--- config.mk ---
export PLATFORM = sky130hd
export DESIGN_NAME = lsb_payload_extractor_top
export DESIGN_NICKNAME = d
export VERILOG_FILES = /design/src/rtl/core/lpe_pkg.sv /design/src/rtl/core/lpe_decode.sv /design/src/rtl/core/lpe_out_reg.sv /design/src/rtl/core/lsb_payload_extractor_top.sv
export SDC_FILE = /design/constraint.sdc
export NUM_CORES = 1
export LEC_CHECK = 0
export ABC_CLOCK_PERIOD_IN_PS = 8350
export BUFFER_PORTS_ARGS = -buffer_cell sky130_fd_sc_hd__buf_2
export CORE_UTILIZATION = 63
export DETAILED_ROUTE_END_ITERATION = 8
export GPL_TIMING_DRIVEN = 0
export PLACE_DENSITY = 0.91
export REMOVE_ABC_BUFFERS = 1
export SLEW_MARGIN = 20
export SYNTH_ARGS = -nofsm -noshare
export SYNTH_HDL_FRONTEND = slang
export SYNTH_SLANG_ARGS = --single-unit
--- constraint.sdc ---
create_clock -name i_clk -period 8.35 [get_ports i_clk]
set_input_delay 0.4175 -clock i_clk [delete_from_list [all_inputs] [get_ports i_clk]]
set_output_delay 0.4175 -clock i_clk [all_outputs]
set_load 0.02 [all_outputs]
--- src/rtl/core/lpe_pkg.sv ---
// ============================================================================
// LSB payload extractor package
// Constants, phase codes and shared structures for the payload extractor.
// ============================================================================
package lpe_pkg;

    localparam int HeaderPixels = 11;
    localparam int BitsPerPixel = 3;
    localparam int BitsPerByte  = 8;
    localparam int LengthBits   = 32;

    localparam int HdrCountW = 4;
    localparam int BitCountW = 3;

    // Decoder phase codes. Code 3 is unused and behaves as done.
    localparam logic [1:0] PH_HEADER  = 2'd0;
    localparam logic [1:0] PH_PAYLOAD = 2'd1;
    localparam logic [1:0] PH_DONE    = 2'd2;

    typedef struct packed {
        logic                  valid;
        logic [7:0]            data;
        logic [LengthBits-1:0] index;
        logic                  last;
    } t_result;

    typedef struct packed {
        logic [1:0]           phase;
        logic [HdrCountW-1:0] header_count;
    } t_status;

endpackage

--- src/rtl/core/lpe_decode.sv ---
// ============================================================================
// LSB payload extractor decoder
// Holds the header and byte packing state and decodes one accepted pixel per cycle.
// ============================================================================
module lpe_decode (
    input  logic            i_clk,
    input  logic            i_rst_n,
    input  logic            i_accept,
    input  logic [7:0]      i_red_value,
    input  logic [7:0]      i_green_value,
    input  logic [7:0]      i_blue_value,
    input  logic            i_frame_start,
    output lpe_pkg::t_result o_result,
    output lpe_pkg::t_status o_status
);
    import lpe_pkg::*;

    logic [1:0]            r_phase, n_phase;
    logic [HdrCountW-1:0]  r_hdr_cnt, n_hdr_cnt;
    logic [LengthBits-1:0] r_length, n_length;
    logic [7:0]            r_acc, n_acc;
    logic [BitCountW-1:0]  r_bit_cnt, n_bit_cnt;
    logic [LengthBits-1:0] r_emitted, n_emitted;

    logic [1:0]            eff_phase;
    logic [HdrCountW-1:0]  eff_hdr_cnt;
    logic [LengthBits-1:0] eff_length;
    logic [7:0]            eff_acc;
    logic [BitCountW-1:0]  eff_bit_cnt;
    logic [LengthBits-1:0] eff_emitted;

    logic [BitsPerPixel-1:0] bits;
    logic [5:0]              hdr_base;
    logic [LengthBits-1:0]   hdr_vec;
    logic [HdrCountW-1:0]    hdr_inc;
    logic [10:0]             packed_bits;
    logic [BitCountW:0]      bit_sum;
    logic                    is_last;

    assign bits = {i_blue_value[0], i_green_value[0], i_red_value[0]};

    always_comb begin
        // A frame start clears everything before the pixel is decoded.
        if (i_frame_start) begin
            eff_phase   = PH_HEADER;
            eff_hdr_cnt = '0;
            eff_length  = '0;
            eff_acc     = '0;
            eff_bit_cnt = '0;
            eff_emitted = '0;
        end else begin
            eff_phase   = r_phase;
            eff_hdr_cnt = r_hdr_cnt;
            eff_length  = r_length;
            eff_acc     = r_acc;
            eff_bit_cnt = r_bit_cnt;
            eff_emitted = r_emitted;
        end

        hdr_base    = {2'b00, eff_hdr_cnt} * 6'(BitsPerPixel);
        // Header bit 32 shifts out of the top of the length field and is dropped.
        hdr_vec     = LengthBits'(bits) << hdr_base;
        hdr_inc     = eff_hdr_cnt + 4'd1;
        packed_bits = {3'b000, eff_acc} | (11'(bits) << eff_bit_cnt);
        bit_sum     = {1'b0, eff_bit_cnt} + 4'(BitsPerPixel);
        is_last     = (eff_emitted == (eff_length - 32'd1));

        n_phase   = eff_phase;
        n_hdr_cnt = eff_hdr_cnt;
        n_length  = eff_length;
        n_acc     = eff_acc;
        n_bit_cnt = eff_bit_cnt;
        n_emitted = eff_emitted;

        o_result.valid = 1'b0;
        o_result.data  = packed_bits[7:0];
        o_result.index = eff_emitted;
        o_result.last  = is_last;

        case (eff_phase)
            PH_HEADER: begin
                n_length  = eff_length | hdr_vec;
                n_hdr_cnt = hdr_inc;
                if (hdr_inc >= 4'(HeaderPixels)) begin
                    n_phase = (n_length == '0) ? PH_DONE : PH_PAYLOAD;
                end
            end
            PH_PAYLOAD: begin
                if (bit_sum >= 4'(BitsPerByte)) begin
                    o_result.valid = 1'b1;
                    n_emitted      = eff_emitted + 32'd1;
                    if (is_last) begin
                        // Leftover bits of this pixel are discarded.
                        n_phase   = PH_DONE;
                        n_acc     = '0;
                        n_bit_cnt = '0;
                    end else begin
                        n_acc     = {5'b00000, packed_bits[10:8]};
                        n_bit_cnt = 3'(bit_sum - 4'(BitsPerByte));
                    end
                end else begin
                    n_acc     = packed_bits[7:0];
                    n_bit_cnt = bit_sum[BitCountW-1:0];
                end
            end
            default: begin
                // Done: pixels are ignored until the next frame start.
            end
        endcase
    end

    always_ff @(posedge i_clk) begin
        if (!i_rst_n) begin
            r_phase   <= PH_HEADER;
            r_hdr_cnt <= '0;
            r_length  <= '0;
            r_acc     <= '0;
            r_bit_cnt <= '0;
            r_emitted <= '0;
        end else if (i_accept) begin
            r_phase   <= n_phase;
            r_hdr_cnt <= n_hdr_cnt;
            r_length  <= n_length;
            r_acc     <= n_acc;
            r_bit_cnt <= n_bit_cnt;
            r_emitted <= n_emitted;
        end
    end

    assign o_status.phase        = r_phase;
    assign o_status.header_count = r_hdr_cnt;

endmodule

--- src/rtl/core/lpe_out_reg.sv ---
// ============================================================================
// LSB payload extractor output register
// Holds one result transaction until the downstream side takes it.
// ============================================================================
module lpe_out_reg (
    input  logic                            i_clk,
    input  logic                            i_rst_n,
    input  logic                            i_load,
    input  lpe_pkg::t_result                i_result,
    input  logic                            i_stall,
    output logic                            o_valid,
    output logic [7:0]                      o_payload_byte,
    output logic [lpe_pkg::LengthBits-1:0]  o_byte_index,
    output logic                            o_last_byte
);
    import lpe_pkg::*;

    logic                  r_valid, n_valid;
    logic [7:0]            r_data;
    logic [LengthBits-1:0] r_index;
    logic                  r_last;

    always_comb begin
        n_valid = r_valid;
        if (i_load) begin
            n_valid = i_result.valid;
        end else if (!i_stall) begin
            n_valid = 1'b0;
        end
    end

    always_ff @(posedge i_clk) begin
        if (!i_rst_n) begin
            r_valid <= 1'b0;
        end else begin
            r_valid <= n_valid;
        end
    end

    always_ff @(posedge i_clk) begin
        if (i_load && i_result.valid) begin
            r_data  <= i_result.data;
            r_index <= i_result.index;
            r_last  <= i_result.last;
        end
    end

    assign o_valid        = r_valid;
    assign o_payload_byte = r_data;
    assign o_byte_index   = r_index;
    assign o_last_byte    = r_last;

endmodule

--- src/rtl/core/lsb_payload_extractor_top.sv ---
// ============================================================================
// LSB payload extractor
// Recovers a byte payload hidden in the least significant bits of RGB pixels.
// ============================================================================
// The block takes one pixel transaction per cycle while not stalled; a
// payload byte appears at the output register in the cycle after the
// pixel that completes it. Each pixel contributes its red, green and blue
// least significant bits in that order. The first eleven pixels carry a
// 33-bit little-endian header whose low 32 bits give the payload length in
// bytes; the top header bit is dropped. The following bits are packed least
// significant bit first into bytes, each emitted with its index and a flag on
// the final byte. A zero length yields no bytes. Once the payload is complete,
// pixels are ignored until a pixel marked as frame start, which restarts
// decoding with that same pixel as the first header pixel. Decoding after
// reset starts in the header phase as if a frame start had been seen. The
// single output register sets the rate: the input stalls only while a result
// is held and the downstream side stalls it.
module lsb_payload_extractor_top (
    input  logic                            i_clk,
    input  logic                            i_rst_n,
    // Pixel input channel.
    input  logic                            i_in_valid,
    output logic                            o_in_stall,
    input  logic [7:0]                      i_red_value,
    input  logic [7:0]                      i_green_value,
    input  logic [7:0]                      i_blue_value,
    input  logic                            i_frame_start,
    // Payload byte output channel.
    output logic                            o_out_valid,
    input  logic                            i_out_stall,
    output logic [7:0]                      o_payload_byte,
    output logic [lpe_pkg::LengthBits-1:0]  o_byte_index,
    output logic                            o_last_byte
);
    import lpe_pkg::*;

    logic    in_accept;
    t_result result;
    t_status status;

    // The output register is free when empty or when its result is taken in
    // this cycle, so a new pixel can enter in every cycle of a flowing stream.
    assign o_in_stall = o_out_valid && i_out_stall;
    assign in_accept  = i_in_valid && !o_in_stall;

    lpe_decode u_decode (
        .i_clk         (i_clk),
        .i_rst_n       (i_rst_n),
        .i_accept      (in_accept),
        .i_red_value   (i_red_value),
        .i_green_value (i_green_value),
        .i_blue_value  (i_blue_value),
        .i_frame_start (i_frame_start),
        .o_result      (result),
        .o_status      (status)
    );

    lpe_out_reg u_out_reg (
        .i_clk          (i_clk),
        .i_rst_n        (i_rst_n),
        .i_load         (in_accept),
        .i_result       (result),
        .i_stall        (i_out_stall),
        .o_valid        (o_out_valid),
        .o_payload_byte (o_payload_byte),
        .o_byte_index   (o_byte_index),
        .o_last_byte    (o_last_byte)
    );

    // A header pixel never produces a payload byte.
    a_no_result_in_header: assert property (@(posedge i_clk) disable iff (!i_rst_n)
        (in_accept && !i_frame_start && status.phase == PH_HEADER) |-> !result.valid)
        else $error("payload byte produced during the header phase");

    // Once the final byte is produced, the decoder settles in the done phase.
    a_done_after_last: assert property (@(posedge i_clk) disable iff (!i_rst_n)
        (in_accept && result.valid && result.last) |=> (status.phase == PH_DONE))
        else $error("decoder not done after the final payload byte");

    // A freshly loaded result shows up at the output on the next cycle.
    a_result_presented: assert property (@(posedge i_clk) disable iff (!i_rst_n)
        (in_accept && result.valid) |=> (o_out_valid && o_byte_index == $past(result.index)))
        else $error("loaded result not presented at the output");

    // The header counter never runs past the header length while decoding it.
    a_header_count_bound: assert property (@(posedge i_clk) disable iff (!i_rst_n)
        (status.phase == PH_HEADER) |-> (status.header_count < 4'(HeaderPixels)))
        else $error("header pixel count beyond header length");

endmodule
==> impl_metrics.ini, run 1 <==
[synth]
ys_seq_elements = 123
syn_inst = 830
ys_seq_area_share_pct = 39.7
synth_flop_cell = dfxtp_1
yosysWarnings = 0
yosys.cell_types.count = 73
yosysTopAreaCellShare_pct = 22.7
netlist_area_sq_um = 7230
yosysTopAreaCell = dfxtp_1
synthTopCellsByArea = dfxtp_1 23%, edfxtp_1 17%, nor2b_1 6.1%, xnor2_1 5.2%, nand2_1 4.3%
avgSynthCellArea_sq_um = 8.71
async_flop_share_pct = 0
synth-edff-count = 41

[setup_path]
cp.required_ns = 8.66
worst_ep_arrival_time_ns = 4.95
critPathMaxFanout = 37
startpoint_type = input port
path_class = input port to flip-flop
end_kind = flip-flop

[clock_tree]
clk_path_buf_depth = 2
clk_pin_slew_worst_paths_ns = 0.06
post_cts_resized = 0
cts_tree = yes
post_cts_buffers = 0
cts_root_buffer = clkbuf_16
clock_sinks = 123
htreeDepth = 4
clock_latency_ns = 0.42
holdBufCountCts = 0
cts_made_buffers = 17

[timing]
relSlewSlack_pct = 36.2
fin_crit_sh_pct = 55.6
skew_ns = 0.00476
setup_violations = 0
finalHoldViolCount = 0
rsz0062_at_grt = no
slew_violations = 0
fmax_ghz = 0.216
min_period_ns = 4.64
tightestPinTransition_ns = 0.950
setup_tns_ns = 0

[routing]
routed_wl_mm = 20.4
drc = 0
wl_per_cell_um = 20.5
firstDrtPassIters = 6
vias_per_cell = 6.66
ant_nets = 0
drtIter0Drc = 709
via_count = 6633

[power]
internal-power_uw = 1210
sw_frac_of_total_pct = 23.0
power_density_nw_per_um2 = 193
power.total_uw = 1580
vdd_drop_max_v = 0.000268
combPwrFrac_pct = 7.4
power.leakage_uw = 0.00277
p_sw_uw = 363
clkPwrFrac_pct = 53.0
seq_power_share_pct = 39.6

[global_route]
grt_overflow = 0
antenna_found_initial = 0
grt_pass1_wl_mm = 33.2
grt_max_degree = 86
grt.total_usage_pct = 36.5
grt_pass1_vias = 6390

[floorplan]
die_height_um = 109
die_x_um = 109
std_cell_rows = 38
start_util_pct = 65.6
die_area_sq_um = 11900
io_pins = 72
core_area_sq_um = 11000

[final_layout]
drive_above_1_share_pct = 12.0
insertedDiodeCount = 0
fin_nets = 877
areaGrowthSynthToFinish_pct = 13.1

[placed_design]
hpwl_mm = 14.1
portBuffers = 50
globalplace.congestion = 0.914

[run_status]
status = finished, final reports clean

[flow_run]
maxCapViolations = 0

[min_path]
hp-class = input port to flip-flop
## layout by cell type (no fill, tap or decap), drive strengths merged, types with 4 or more instances in the layout
cell      n
ha        5
nor4     22
o21ai    24
edfxtp   41
o2111ai   4
nand3b    4
nand3    17
xor2     28
buf      55
nor3     22
bufinv    5
nand2b    8
nor3b    10
nand4    18
o31ai     9
clkbuf   19
and3      8
a311oi    4
a21oi    29
a32oi    16
a22oi    24
inv      20
and4      5
dfxtp    82
or4      13
nor4b     4
a32o      5
nor2     52
and2     36
xnor2    43
nand2    82
a31oi     5
nor2b    70
## cells in the mapped netlist (all sizes together), types with 4 or more instances
library cell and instances:
a21oi 29, xnor2 43, a32oi 16, nand3b 4, o21ai 24, a31oi 5, clkbuf 53, and3 8
ha 5, edfxtp 41, inv 16, a311oi 4, nand3 17, or4 13, nor4 22, nand2 82
buf 8, nand2b 8, xor2 28, nor3b 10, nor2 52, a22oi 24, nand4 18, a32o 5
o31ai 9, nor2b 70, nor4b 4, dfxtp 82, o2111ai 4, and2 36, and4 5, nor3 22
## metal layers
layer / GRT usage (%) / vias to the layer above / wire length [um] / share of wire, %
met5: 0 / - / 0 / 0
met4: 18.2 / 0 / 625 / 3.1
met3: 6.52 / 54 / 1570 / 7.7
met2: 59.7 / 365 / 10000 / 49
met1: 46.2 / 3163 / 8220 / 40
li1: - / 3051 / - / -
## registers in the layout, indices dropped and copies added (netlist names)
register,cells
u_out_reg.o_byte_index,32
u_decode.r_phase,2
u_out_reg.o_valid,1
u_decode.r_length,32
u_decode.r_acc,8
u_decode.r_emitted,32
u_out_reg.o_payload_byte,8
u_out_reg.o_last_byte,1
u_decode.r_bit_cnt,3
u_decode.r_hdr_cnt,4
## worst max-delay path, stage by stage
cell,delay (ns)
buf_4,0.35
clkinv_1,0.65
nand2_1,0.26
ha_1,0.55
o21ai_1,0.48
xnor2_1,0.30
nor4bb_1,0.38
nand4_1,0.23
nor4_2,0.86
nand2_1,0.18
a32o_1,0.25
## power groups by stage
stage / clock network (uW) / logic [uW] / registers (uW)
global route: 866 / 125 / 625
finish: 835 / 117 / 624
CTS: 839 / 113 / 624
global placement: 0 / 108 / 636
detailed placement: 0 / 112 / 636
floorplan: 0 / 69.2 / 635
## cell type report
type                       instances  area, sq um
multi-input combinational        629         4080
sequential                       123         2870
fill                             778         2850
clock buffer                      19          464
timing repair buffer              55          313
clock inverter                    13          209
tap                              140          175
inverter                          17         63.8
## path summary, 6_finish.rpt
check / from / endpoint / slack, ns / cells past startpoint
worst max-delay path: i_frame_start / u_decode.r_bit_cnt[1] / 3.71 / 11
worst min-delay path: i_out_stall / u_out_reg.o_valid / 0.41 / 4
worst max register to register: u_decode.r_length[2] / u_decode.r_bit_cnt[1] / 4.14 / 8
worst min register to register: u_decode.r_acc[7] / u_decode.r_acc[7] / 0.49 / 1
## cell families (layout without fill, tap and decap cells)
logic type / count (synthesis) / after routing / synth area share (%)
simple gates: 389 / 389 / 30.2
compound gates: 160 / 160 / 15.9
flops: 123 / 123 / 39.7
buf+inv: 78 / 104 / 4.19
xor+xnor: 71 / 71 / 8.60
fa+ha+maj: 5 / 5 / 0.865
mux: 4 / 4 / 0.571
## per-stage QoR
step	instances	setup WS (ns)	hold slack (ns)	utilization, %	instance area (sq um)
5_1_grt	996	3.45	0.469	74.1	8180
2_1_floorplan	769	4.24	0.453	-	6990
3_5_place_dp	964	3.45	0.473	67.9	7490
3_3_place_gp	959	2.06	0.469	67.2	7420
4_1_cts	996	3.86	0.415	74.0	8160
6_report	996	3.71	0.414	74.1	8180
Power figures use the tool's default switching activity.
==> run 2: changes to the inputs <==
Settings changed: ABC_CLOCK_PERIOD_IN_PS 8350 to 4200, CORE_UTILIZATION 63 to 54, PLACE_DENSITY 0.91 to 0.84.
Clock period 8.35 ns to 4.2 ns, I/O delays scaled along.
==> run 2 against run 1 <==
  * Final cell count increased by 3.1%
  * Clock-buffer cell count increased by 5
  * Clock skew increased by 0.0030 ns
  * Non-clock buffer count decreased by 1
  * Via count decreased by 3.3%
  * Global-route usage decreased by 9.6 points
==> impl_metrics.ini, run 2 (synthesis results as in run 1) <==
[floorplan]
std_cell_rows = 41
start_util_pct = 56.4
die_x_um = 118
core_area_sq_um = 12800
die_height_um = 118
io_pins = 72
die_area_sq_um = 13900

[setup_path]
path_class = flip-flop to flip-flop
crit_path_end = u_decode.r_bit_cnt[2]
worst_r2r_endpoint = u_decode.r_bit_cnt[2]
reg2reg_from = u_decode.r_length[6]
startpoint = u_decode.r_length[6]
rr_worst_depth = 8
startpoint_type = flip-flop
cp.required_ns = 4.52
end_kind = flip-flop
r2r_setup_slack_ns = 0.19
worst_ep_arrival_time_ns = 4.33
critPathMaxFanout = 11

[routing]
wl_per_cell_um = 17.6
routed_wl_mm = 18.1
ant_nets = 0
firstDrtPassIters = 5
via_count = 6415
drtIter0Drc = 653
vias_per_cell = 6.25
drc = 0

[global_route]
antenna_found_initial = 0
grt.total_usage_pct = 26.9
use_met3_pct = 5.57
use_met2_pct = 42.6
grt_pass1_vias = 5866
grt_overflow = 0
gr-usage-met1_pct = 35.5
grt_pass1_wl_mm = 29.7
grt_max_degree = 86
grt.busiest_layer = met2

[placed_design]
portBuffers = 50
dpl_cell_area_sq_um = 7530
globalplace.congestion = 0.927
hpwl_mm = 12.0
post-place-ws_ns = -0.172

[clock_tree]
cts_root_buffer = clkbuf_16
clk_pin_slew_worst_paths_ns = 0.06
cts_made_buffers = 17
post_cts_buffers = 0
post_cts_resized = 0
htreeDepth = 4
holdBufCountCts = 0
clock_latency_ns = 0.43
clk_path_buf_depth = 2
clock_sinks = 123
cts_tree = yes

[power]
power.total_uw = 3030
combPwrFrac_pct = 7.4
power_density_nw_per_um2 = 370
seq_power_share_pct = 41.0
sw_frac_of_total_pct = 23.7
clkPwrFrac_pct = 51.6
vdd_drop_max_v = 0.000216
internal-power_uw = 2310
p_sw_uw = 717
power.leakage_uw = 0.00277

[timing]
tightestPinTransition_ns = 1.10
setup_violations = 0
setup_ws_ns = 0.189
skew_ns = 0.00772
slew_violations = 0
fin_crit_sh_pct = 95.5
relSlewSlack_pct = 26.0
rsz0062_at_grt = no
min_period_ns = 4.01
finalHoldViolCount = 0
holdWs_ns = 0.131
fmax_ghz = 0.249

[final_layout]
utilization_pct = 63.9
fin_area_sq_um = 8190
insertedDiodeCount = 0
drive_above_1_share_pct = 11.9
fin_nets = 876
final_common_cell = dfxtp_1
layout_common_cells = 82 x dfxtp_1, 81 x nand2_1, 70 x nor2b_1
areaGrowthSynthToFinish_pct = 13.3

[min_path]
hp-class = input port to flip-flop

[run_status]
status = finished, final reports clean

[flow_run]
maxCapViolations = 0
run 2: area by class of cell:
type | count | area, sq um
clock inverters | 8 | 55.1
inverters | 17 | 67.6
fillers | 1087 | 4630
clock buffers | 24 | 601
well taps | 172 | 215
repair buffers | 54 | 305
flip-flops and latches | 123 | 2870
multi-input cells | 629 | 4070
run 2: per-stage QoR:
stage / TNS (ns) / instances
floorplan: 0 / 769
global placement: -41.57 / 991
detailed placement: -0.692 / 995
CTS: 0 / 1027
global route: 0 / 1027
finish: 0 / 1027
run 2: worst min path at each step:
| stage | depth (start not counted) | startpoint | slack, ns | end |
|---|---|---|---|---|
| 6_report | 4 | i_out_stall | 0.13 | u_out_reg.o_valid |
| 5_1_grt | 4 | i_out_stall | 0.18 | u_out_reg.o_valid |
| 4_1_cts | 4 | i_out_stall | 0.13 | u_out_reg.o_valid |
| 3_5_place_dp | 1 | u_decode.r_acc[7] | 0.48 | u_decode.r_acc[7] |
| 3_3_place_gp | 1 | u_decode.r_acc[7] | 0.47 | u_decode.r_acc[7] |
| 2_1_floorplan | 1 | i_rst_n | 0.33 | u_decode.r_emitted[2] |
run 2: critical path, cell delays in order (launching register included):
cell	delay (ns)
dfxtp_1	0.44
nor4_1	0.98
nand2_1	0.35
or4_4	0.60
a221oi_2	0.29
nand4_1	0.14
nor4_2	0.68
nand2_1	0.17
a32o_1	0.25
run 2: power by group through the flow:
| stage | clock, uW | combinational, uW | sequential [uW] |
|---|---|---|---|
| 5_1_grt | 1640 | 242 | 1240 |
| 4_1_cts | 1570 | 219 | 1240 |
| 3_5_place_dp | 0 | 217 | 1270 |
| 6_report | 1560 | 224 | 1240 |
| 2_1_floorplan | 0 | 138 | 1260 |
| 3_3_place_gp | 0 | 213 | 1260 |
run 2: metal layers:
layer | up-vias | share of wire (%)
met5 | - | 0
met4 | 0 | 2.4
met3 | 34 | 7.0
met2 | 267 | 47
met1 | 3062 | 44
li1 | 3052 | -
==> run 3: changes to the inputs <==
Settings changed: SYNTH_HIERARCHICAL from default to 1.
==> run 3 against run 2 <==
  * Sequential cell count is the same
  * Total power shrank 2.2%
  * First-iteration DRC count grew 0.92%
  * Hold slack gained 0.035 ns
  * Critical path type is now input port to flip-flop
==> impl_metrics.ini, run 3 <==
[final_layout]
insertedDiodeCount = 0
fin_cells = 1017
areaGrowthSynthToFinish_pct = 12.3
final_common_cell = dfxtp_1
layout_common_cells = 82 x dfxtp_1, 79 x nor2b_1, 62 x nand2_1
drive_above_1_share_pct = 13.6
fin_nets = 862

[synth]
yosysTopAreaCell = dfxtp_1
synth_flop_cell = dfxtp_1
yosys.cell_types.count = 80
synth_common_cells = 82 x dfxtp_1, 79 x nor2b_1, 63 x nand2_1, 48 x nor2_1, 44 x clkbuf_1
yosysTopAreaCellShare_pct = 22.6
async_flop_share_pct = 0
ys_seq_elements = 123
netlist_area_sq_um = 7270
avgSynthCellArea_sq_um = 8.91
synthTopCellsByArea = dfxtp_1 23%, edfxtp_1 17%, nor2b_1 6.8%, xnor2_1 4.6%, nand2_1 3.3%
synth_most_common_cell = dfxtp_1
synth-edff-count = 41
ys_seq_area_share_pct = 39.5
yosysWarnings = 6
syn_inst = 816

[floorplan]
io_pins = 72
die_area_sq_um = 13900
die_height_um = 118
core_area_sq_um = 13200
die_x_um = 118
std_cell_rows = 42
start_util_pct = 55.1

[clock_tree]
post_cts_buffers = 0
cts_tree = yes
clock_sinks = 123
clk_pin_slew_worst_paths_ns = 0.05
clock_latency_ns = 0.42
holdBufCountCts = 0
clk_path_buf_depth = 2
htreeDepth = 4
cts_made_buffers = 17
cts_root_buffer = clkbuf_16

[setup_path]
crit_path_end = u_decode/r_bit_cnt[2]
worst_r2r_endpoint = u_decode/r_acc[0]
crit_cells = 12
startpoint_type = input port
timing.critical_path.buf_inv = 3
cpMaxStageDelayCell = or4_1
cp.required_ns = 4.51
critPathTopFamily = simple AND/OR/NAND/NOR gates
startpoint = i_frame_start
r2r_setup_slack_ns = 0.48
critPathMaxFanout = 53
cpPeakStageDelay_ns = 0.66
path_class = input port to flip-flop
cp_cell_sequence = buf_6 > buf_12 > clkinv_2 > nand2_1 > ha_2 > or3b_1 > a2111oi_1 > o211ai_1 > nor3_2 > o2111ai_1 > or4_1 > a32o_1
reg2reg_from = u_decode/r_length[4]
rr_worst_depth = 7
end_kind = flip-flop
worst_ep_arrival_time_ns = 4.31

[timing]
fmax_ghz = 0.251
finalHoldViolCount = 0
skew_ns = 0.00873
slew_violations = 0
fin_crit_sh_pct = 95.0
rsz0062_at_grt = no
setup_tns_ns = 0
tightestPinTransition_ns = 1.13
relSlewSlack_pct = 23.8
setup_violations = 0
min_period_ns = 3.99

[placed_design]
hpwl_mm = 12.0
globalplace.congestion = 0.958
portBuffers = 50
place_inst = 985

[power]
power_density_nw_per_um2 = 363
vdd_drop_max_v = 0.000252
power.leakage_uw = 0.00273

[routing]
wl_per_cell_um = 17.9
via_count = 6336
routed_wl_mm = 18.2
drtIter0Drc = 659
firstDrtPassIters = 6
vias_per_cell = 6.23
drc = 0
ant_nets = 0

[global_route]
grt_pass1_wl_mm = 29.6
antenna_found_initial = 0
grt_max_degree = 86
grt_overflow = 0
grt.total_usage_pct = 26.8
grt_pass1_vias = 5875

[min_path]
hp-class = input port to flip-flop

[flow_run]
maxCapViolations = 0

[run_status]
status = finished, final reports clean
==> run 3: worst min-delay path by stage <==
stage,endpoint,from,slack (ns),cells after the start
after floorplan,u_decode/r_acc[1],i_rst_n,0.31,2
after global placement,u_decode/r_acc[6],u_decode/r_acc[6],0.47,2
after detailed placement,u_decode/r_acc[7],u_decode/r_acc[7],0.48,2
after CTS,u_out_reg/o_valid,i_out_stall,0.15,3
after global routing,u_out_reg/o_valid,i_out_stall,0.18,3
final,u_out_reg/o_valid,i_out_stall,0.17,3
==> run 3: kinds of logic (layout without fill, tap and decap cells) <==
family                     after synthesis  count (layout)  share of synthesized area (%)
AOI/OAI and AO/OA                      168             168                           16.9
xor gates and xnor gates                62              62                           7.68
adders and majority gates                5               5                          0.861
buffers and inverters                   79             104                           4.63
DFF                                    123             123                           39.5
muxes                                    7               7                          0.998
and+or+nand+nor                        372             372                           29.4
==> run 3: metrics by stage <==
step / worst slack, ns / area [sq um] / hold WS [ns] / util [%] / power, uW
after floorplan: 1.11 / 7000 / 0.313 / - / 1410
after global placement: -1.82 / 7470 / 0.465 / 56.7 / 1490
after detailed placement: -0.771 / 7540 / 0.479 / 57.2 / 1500
after CTS: 0.113 / 8150 / 0.152 / 61.8 / 2970
after global routing: 0.0742 / 8160 / 0.182 / 61.9 / 3050
final: 0.209 / 8160 / 0.167 / 61.9 / 2960
==> run 3: routing by layer <==
metal / share of wire (%) / GRT usage [%]
met2: 47 / 42.1
met4: 1.9 / 11.3
met3: 6.8 / 5.91
met5: 0 / 0
met1: 44 / 35.7
==> run 3: what timing repair did <==
action                                  in CTS  in global routing
endpoints found under the hold margin        0                  0
gates resized for setup                      2                  3
endpoints found under the setup margin       7                  7
==> run 3: tightest hold or removal path, cell delays in order <==
cell,delay (ns)
buf_2,0.10
and3b_1,0.15
o21a_1,0.10
==> run 3: where the power goes <==
| group | leakage (uW) | total [uW] | internal [uW] | switching [uW] |
|---|---|---|---|---|
| clock | 0.000293 | 1480 | 957 | 526 |
| sequential | 0.000973 | 1240 | 1230 | 12.8 |
| combinational | 0.00147 | 235 | 83.6 | 152 |
==> run 3: final cells by class <==
type / instances / area (sq um)
Fill cell: 1120 / 5030
Multi-Input combinational cell: 614 / 4090
Sequential cell: 123 / 2870
Clock buffer: 20 / 457
Timing Repair Buffer: 53 / 307
Tap cell: 176 / 220
Clock inverter: 12 / 146
Inverter: 19 / 72.6
